<file path="config.mk">
export PLATFORM = sky130hd
export DESIGN_NAME = life_rule_row_stencil
export DESIGN_NICKNAME = d
export VERILOG_FILES = /design/src/rtl/lrs_pkg.sv /design/src/rtl/lrs_lane.sv /design/src/rtl/lrs_merge.sv /design/src/rtl/life_rule_row_stencil.sv
export SDC_FILE = /design/constraint.sdc
export NUM_CORES = 1
export LEC_CHECK = 0
export BUFFER_PORTS_ARGS = -buffer_cell sky130_fd_sc_hd__buf_4
export CAP_MARGIN = 0
export CORE_UTILIZATION = 38
export CTS_CLUSTER_SIZE = 8
export DETAILED_ROUTE_END_ITERATION = 7
export SYNTH_ARGS = -nofsm -noshare
export SYNTH_HDL_FRONTEND = slang
export SYNTH_HIERARCHICAL = 1
export SYNTH_SLANG_ARGS = --single-unit
</file>
<file path="constraint.sdc">
create_clock -name aclk -period 5.3 [get_ports aclk]
set_input_delay 0.265 -clock aclk [delete_from_list [all_inputs] [get_ports aclk]]
set_output_delay 0.265 -clock aclk [all_outputs]
set_load 0.01 [all_outputs]
</file>
<file path="src/rtl/lrs_pkg.sv">
package lrs_pkg;

    localparam int MAX_COLUMNS = 64;
    localparam int MIN_COLUMNS = 3;
    localparam int LANE_WIDTH  = 8;
    localparam int NUM_LANES   = MAX_COLUMNS / LANE_WIDTH;
    localparam int COL_W       = 7;
    localparam int COUNT_W     = 4;

    localparam logic [COUNT_W-1:0] BIRTH_COUNT = COUNT_W'(3);
    localparam logic [COUNT_W-1:0] SURVIVE_LOW = COUNT_W'(2);

    localparam logic [1:0] ROWS_FULL = 2'd2;

    typedef logic [MAX_COLUMNS-1:0] row_t;
    typedef logic [LANE_WIDTH+1:0] lane_win_t;
    typedef logic [NUM_LANES-1:0][LANE_WIDTH-1:0] lane_row_t;

endpackage

</file>
<file path="src/rtl/lrs_lane.sv">
module lrs_lane (
    input  lrs_pkg::lane_win_t                  up_win,
    input  lrs_pkg::lane_win_t                  mid_win,
    input  lrs_pkg::lane_win_t                  low_win,
    input  logic [lrs_pkg::LANE_WIDTH-1:0]      live_mask,
    output logic [lrs_pkg::LANE_WIDTH-1:0]      cells_next
);
    import lrs_pkg::*;

    always_comb begin
        logic [COUNT_W-1:0] n;
        logic               alive;
        for (int i = 0; i < LANE_WIDTH; i++) begin
            n = COUNT_W'(up_win[i]) + COUNT_W'(up_win[i+1]) + COUNT_W'(up_win[i+2])
              + COUNT_W'(mid_win[i]) + COUNT_W'(mid_win[i+2])
              + COUNT_W'(low_win[i]) + COUNT_W'(low_win[i+1]) + COUNT_W'(low_win[i+2]);
            alive = mid_win[i+1];
            cells_next[i] = live_mask[i] & ((n == BIRTH_COUNT) | (alive & (n == SURVIVE_LOW)));
        end
    end

endmodule

</file>
<file path="src/rtl/lrs_merge.sv">
module lrs_merge (
    input  lrs_pkg::lane_row_t lane_cells,
    output lrs_pkg::row_t      row_next,
    output logic               row_alive
);
    import lrs_pkg::*;

    always_comb begin
        for (int l = 0; l < NUM_LANES; l++) begin
            row_next[l*LANE_WIDTH +: LANE_WIDTH] = lane_cells[l];
        end
        row_alive = |lane_cells;
    end

endmodule

</file>
<file path="src/rtl/life_rule_row_stencil.sv">
// One generation of the B3/S23 life rule over a tile with a one-cell halo,
// streamed one row per item, top halo row first, bottom halo row marked by
// s_row_final. The first two rows of a tile only fill the row buffer; every
// later row yields one result, the next generation of the row above it, with
// halo and unused columns zero. The result for the bottom halo row has
// m_tile_done set and m_tile_alive reporting whether any interior cell of the
// new generation is alive. A final mark on one of the first two rows drops
// the tile. All columns are evaluated at once by eight-column lanes feeding
// one output register, so an item is accepted each cycle unless that
// register holds a result that is not taken. cfg_active_columns sets the
// tile width including both halo columns (clamped to 3..64) and should be
// written between tiles.
module life_rule_row_stencil (
    input  logic                       aclk,
    input  logic                       aresetn,
    input  logic                       cfg_valid,
    output logic                       cfg_ready,
    input  logic [lrs_pkg::COL_W-1:0]  cfg_active_columns,
    input  logic                       s_valid,
    output logic                       s_ready,
    input  lrs_pkg::row_t              s_row_cells,
    input  logic                       s_row_final,
    output logic                       m_valid,
    input  logic                       m_ready,
    output lrs_pkg::row_t              m_next_row_cells,
    output logic                       m_tile_done,
    output logic                       m_tile_alive
);
    import lrs_pkg::*;

    logic [COL_W-1:0] cols_reg;
    row_t             upper_reg, upper_next;
    row_t             middle_reg, middle_next;
    logic [1:0]       rows_seen_reg, rows_seen_next;
    logic             any_alive_reg, any_alive_next;
    logic             out_valid_reg, out_valid_next;
    row_t             out_cells_reg, out_cells_next;
    logic             out_done_reg, out_done_next;
    logic             out_alive_reg, out_alive_next;

    logic [COL_W-1:0] cols_eff;
    row_t             col_mask;
    row_t             live_mask;
    row_t             row_in;
    logic             s_fire;
    lane_row_t        lane_cells;
    row_t             row_next;
    logic             row_alive;

    logic [MAX_COLUMNS+1:0] up_pad, mid_pad, low_pad;

    assign cfg_ready = 1'b1;
    assign s_ready   = !out_valid_reg || m_ready;
    assign s_fire    = s_valid && s_ready;

    always_comb begin
        if (cols_reg < COL_W'(MIN_COLUMNS)) begin
            cols_eff = COL_W'(MIN_COLUMNS);
        end else if (cols_reg > COL_W'(MAX_COLUMNS)) begin
            cols_eff = COL_W'(MAX_COLUMNS);
        end else begin
            cols_eff = cols_reg;
        end
        for (int x = 0; x < MAX_COLUMNS; x++) begin
            col_mask[x]  = (COL_W'(x) < cols_eff);
            live_mask[x] = (x >= 1) && ((COL_W'(x) + COL_W'(2)) <= cols_eff);
        end
    end

    assign row_in  = s_row_cells & col_mask;
    assign up_pad  = {1'b0, upper_reg, 1'b0};
    assign mid_pad = {1'b0, middle_reg, 1'b0};
    assign low_pad = {1'b0, row_in, 1'b0};

    for (genvar l = 0; l < NUM_LANES; l++) begin : g_lane
        lrs_lane u_lane (
            .up_win     (up_pad[l*LANE_WIDTH +: LANE_WIDTH+2]),
            .mid_win    (mid_pad[l*LANE_WIDTH +: LANE_WIDTH+2]),
            .low_win    (low_pad[l*LANE_WIDTH +: LANE_WIDTH+2]),
            .live_mask  (live_mask[l*LANE_WIDTH +: LANE_WIDTH]),
            .cells_next (lane_cells[l])
        );
    end

    lrs_merge u_merge (
        .lane_cells (lane_cells),
        .row_next   (row_next),
        .row_alive  (row_alive)
    );

    always_comb begin
        upper_next     = upper_reg;
        middle_next    = middle_reg;
        rows_seen_next = rows_seen_reg;
        any_alive_next = any_alive_reg;
        out_valid_next = out_valid_reg && !m_ready;
        out_cells_next = out_cells_reg;
        out_done_next  = out_done_reg;
        out_alive_next = out_alive_reg;
        if (s_fire) begin
            if (rows_seen_reg != ROWS_FULL) begin
                if (s_row_final) begin
                    upper_next     = '0;
                    middle_next    = '0;
                    rows_seen_next = '0;
                    any_alive_next = 1'b0;
                end else begin
                    upper_next     = middle_reg;
                    middle_next    = row_in;
                    rows_seen_next = rows_seen_reg + 2'd1;
                end
            end else begin
                out_valid_next = 1'b1;
                out_cells_next = row_next;
                out_done_next  = s_row_final;
                out_alive_next = s_row_final && (any_alive_reg || row_alive);
                if (s_row_final) begin
                    upper_next     = '0;
                    middle_next    = '0;
                    rows_seen_next = '0;
                    any_alive_next = 1'b0;
                end else begin
                    upper_next     = middle_reg;
                    middle_next    = row_in;
                    any_alive_next = any_alive_reg || row_alive;
                end
            end
        end
    end

    always_ff @(posedge aclk) begin
        if (!aresetn) begin
            cols_reg      <= COL_W'(MAX_COLUMNS);
            upper_reg     <= '0;
            middle_reg    <= '0;
            rows_seen_reg <= '0;
            any_alive_reg <= 1'b0;
            out_valid_reg <= 1'b0;
        end else begin
            if (cfg_valid && cfg_ready) begin
                cols_reg <= cfg_active_columns;
            end
            upper_reg     <= upper_next;
            middle_reg    <= middle_next;
            rows_seen_reg <= rows_seen_next;
            any_alive_reg <= any_alive_next;
            out_valid_reg <= out_valid_next;
        end
    end

    always_ff @(posedge aclk) begin
        out_cells_reg <= out_cells_next;
        out_done_reg  <= out_done_next;
        out_alive_reg <= out_alive_next;
    end

    assign m_valid          = out_valid_reg;
    assign m_next_row_cells = out_cells_reg;
    assign m_tile_done      = out_done_reg;
    assign m_tile_alive     = out_alive_reg;

    a_rows_sat: assert property (@(posedge aclk) disable iff (!aresetn)
        rows_seen_reg != 2'd3)
        else $error("row counter past saturation");

    a_final_clears: assert property (@(posedge aclk) disable iff (!aresetn)
        (s_fire && s_row_final) |=> (rows_seen_reg == 2'd0 && !any_alive_reg))
        else $error("tile state not cleared after final row");

    a_no_early_result: assert property (@(posedge aclk) disable iff (!aresetn)
        (s_fire && rows_seen_reg != ROWS_FULL) |=> !out_valid_reg)
        else $error("result for a row that only fills the buffer");

    a_halo_zero: assert property (@(posedge aclk) disable iff (!aresetn)
        out_valid_reg |-> !out_cells_reg[0])
        else $error("left halo column set in result");

    a_alive_with_done: assert property (@(posedge aclk) disable iff (!aresetn)
        (out_valid_reg && out_alive_reg) |-> out_done_reg)
        else $error("tile alive flag without tile done");

endmodule
</file>
==> results.txt <==
- Vias in the first global route: 15830
* Post-Synthesis Cell Area: 19890 sq um
* Vias post-DR: 14860
- Startpoint class of the critical path: flop
- Hold is met by 0.05582 ns.
* Non-Filler Cell Area, Final: 22710 sq um
- RSZ-0062 raised after global routing: no
* Share of layout cells above drive strength 1: 11.01%
- The number of antenna violations at the first check in global routing is 1.
* Total Die Area: 53250 sq um
* Startpoint of the lowest-slack hold path: s_row_cells[3]
* Leakage Power: 10.45 nW
- Buffers added to address setup during post-CTS repair amount to 0.
* Post-synth ARST share: 0%
- Buffers inserted during clock tree synthesis total 30.
* Rows: 83
- Across the run, the number of max-cap violations was 0.
- Measured along the x axis, the die boundary spans 230.8 um.
- Distinct cell type count after synthesis: 56
* Highest attainable clock frequency: 195.4 MHz
- Post-layout net count: 2760
* Worst Path Class, Setup: reg -> reg
- First-pass GRT wire length: 86800 um
- Each instance of the synthesized netlist takes up on average 9.448 sq um.
* Yosys Warn Count: 6
- Final period utilization: 96.57%
- Placeable core area: 51510 sq um
* Remaining antenna violation count: 0
* Area growth syn-to-layout: 14.21%
* Number of vias per cell after detailed routing: 5.068
* Clock Latency Late Sink: 0.58 ns
* Portion of the post-synthesis area used by sequential elements: 23.96%
- Worst min-delay path category: in -> reg
- For this run the aggregate overflow at the end of global routing stands at 0.
- At the end of the flow the core is filled with cells to 44.10%.
- TNS Setup: 0 ns
- Number of register bits inferred by synthesis: 205
- The routed design could run at a clock period as short as 5.118 ns.
* Worst-path fanout max: 16
- For this design the ratio of total power to cell area is 231.9 nW/um^2.
- The final number of max-transition violations was 0.
* Top cell type's share of synthesized area: 25.77%
- For this block, the initial DRC count from the detailed router was 931.
- In this run the tightest slew margin relative to its limit is 27.69%.
- Most instantiated library cell after synthesis: sky130_fd_sc_hd__inv_1
- Final routed wire length divided by cell count: 18.65 um
- For this run, design rule violations remaining after detail routing come to 0.
- Total Wirelength: 54680 um
- Before antenna repair, the detailed router went through 6 iterations.
* CTS tree: yes
- Syn Inst Count: 2105
* Start point of the critical path: cols_reg[2]
- Top cells by area, synth: sky130_fd_sc_hd__fa_1, sky130_fd_sc_hd__dfxtp_1, sky130_fd_sc_hd__ha_1
- Entering global routing, the biggest net connects 78 pins.
* Number of buffers inserted by port buffering: 144
* Count of flip-flops with a built-in enable after synthesis: 66
- Nature of the critical path endpoint: flop
- Result of the run: completed
* Total global routing track utilization: 20.91%
* H-tree levels: 1
- The HPWL after detailed placement is 42350 um.
- Setup violations remaining at the end of the flow were counted as 0.
* Yosys top cell by area: sky130_fd_sc_hd__fa_1
* Total count of hold-check failures in the final report: 0
- Worst IR drop on VDD: 0.2513 mV
* Clk_skew: 0.01698 ns
* Most used flip-flop cell after synthesis: sky130_fd_sc_hd__dfxtp_1
- In this run the critical register-to-register path is launched from cols_reg[2].
- For this design the top-level I/O count stands at 146.
- Maximum root-to-sink buffer count: 3
- # clock sinks: 205
- Setup slack of the most critical reg-to-reg path: 0.18 ns
* Starting density of the core: 38.61%
- Transition time of the tightest slew-check pin: 1.085 ns
- Clk slew on worst S/H paths: 0.05 ns
- Antenna cell count: 0
- Final weighted congestion in routability-driven placement: 0.9081
- Y dimension of the die: 230.8 um
* Cell types with the highest counts after synthesis: sky130_fd_sc_hd__inv_1, sky130_fd_sc_hd__fa_1, sky130_fd_sc_hd__a21oi_1
* Endpoint arrival time on the critical path: 5.45 ns
* Clock Root Buffer: sky130_fd_sc_hd__clkbuf_16
- Summing all placed instances gives a cell area of 21390 sq um.
- Required time of the worst setup path: 5.63 ns
-- worst max-delay path, stage by stage (launching register included) --
cell and delay, ns:
sky130_fd_sc_hd__dfxtp_2 0.50, sky130_fd_sc_hd__and2_1 0.28, sky130_fd_sc_hd__nor2_1 0.09, sky130_fd_sc_hd__o21ai_1 0.40
sky130_fd_sc_hd__and2_1 0.19, sky130_fd_sc_hd__inv_1 0.10, sky130_fd_sc_hd__fa_1 0.50, sky130_fd_sc_hd__fa_1 0.49
sky130_fd_sc_hd__inv_1 0.04, sky130_fd_sc_hd__ha_1 0.20, sky130_fd_sc_hd__fa_1 0.43, sky130_fd_sc_hd__o211ai_1 0.09
sky130_fd_sc_hd__a21oi_1 0.12, sky130_fd_sc_hd__nor4_2 0.33, sky130_fd_sc_hd__nand4_1 0.33, sky130_fd_sc_hd__or4_4 0.60
sky130_fd_sc_hd__o21a_1 0.18
-- repair_timing --
item / in CTS / in global routing
gates resized for setup: 4 / 14
hold endpoints to repair: 37 / 0
hold buffers: 38 / 0
endpoints found under the setup margin: 2 / 2
pin swaps: 0 / 1
-- final timing paths --
kind                        end  cells past startpoint
setup reg to reg   m_tile_alive                     16
hold / removal    middle_reg[3]                      3
setup / recovery   m_tile_alive                     16
hold reg to reg    upper_reg[0]                      2
-- metrics by stage --
| step | setup slack, ns | std cells | total power (W) |
|---|---|---|---|
| after floorplan | 0.9528 | 2113 | 0.002952 |
| after global placement | -0.04698 | 2844 | 0.003314 |
| after detailed placement | -0.1777 | 2844 | 0.003385 |
| after CTS | 0.01561 | 2932 | 0.005298 |
| after global routing | 0.008497 | 2932 | 0.005617 |
| final | 0.1818 | 2932 | 0.005267 |
-- where the power goes --
part	internal [W]	switching, W
logic	0.000684	0.00101
registers	0.00168	0.0000398
clock network	0.00109	0.000762
-- layout by cell type, fill, tap and decap left out, types with 60 or more instances in the layout --
cell / n
sky130_fd_sc_hd__nand2_1: 110
sky130_fd_sc_hd__a21oi_1: 202
sky130_fd_sc_hd__ha_1: 193
sky130_fd_sc_hd__buf_4: 179
sky130_fd_sc_hd__inv_1: 493
sky130_fd_sc_hd__edfxtp_1: 66
sky130_fd_sc_hd__nand3_1: 60
sky130_fd_sc_hd__fa_1: 256
sky130_fd_sc_hd__nand3b_1: 74
sky130_fd_sc_hd__dfxtp_1: 136
-- kinds of logic (layout without fill, tap and decap cells) --
kind of cell	after synthesis	in the layout	share of synthesized area, %
AO/OA/AOI/OAI	383	383	12.18
flip-flops	205	205	23.96
multiplexers	7	7	0.3523
other	2	10	0.03776
buffers and inverters	626	765	13.17
adder cells (fa/ha/maj)	449	449	37.91
AND/OR/NAND/NOR	433	433	12.39
-- area by class of cell --
| type | count | area [sq um] |
|---|---|---|
| clock buffers | 49 | 863.3 |
| clock inverters | 1 | 5.005 |
| fillers | 4979 | 28800 |
| inverters | 497 | 1866 |
| multi-input cells | 1282 | 12620 |
| flip-flops and latches | 205 | 4768 |
| well taps | 680 | 850.8 |
| repair buffers | 218 | 1744 |
-- metal layers --
metal | vias up | GRT usage [%] | routed length [um]
met5 | - | 0 | 50
met4 | 2 | 5.629 | 1215
met3 | 67 | 2.569 | 3021
met2 | 379 | 35.49 | 26320
met1 | 7405 | 27.98 | 24070
li1 | 7006 | - | -
(Power assumes the default switching activity.)
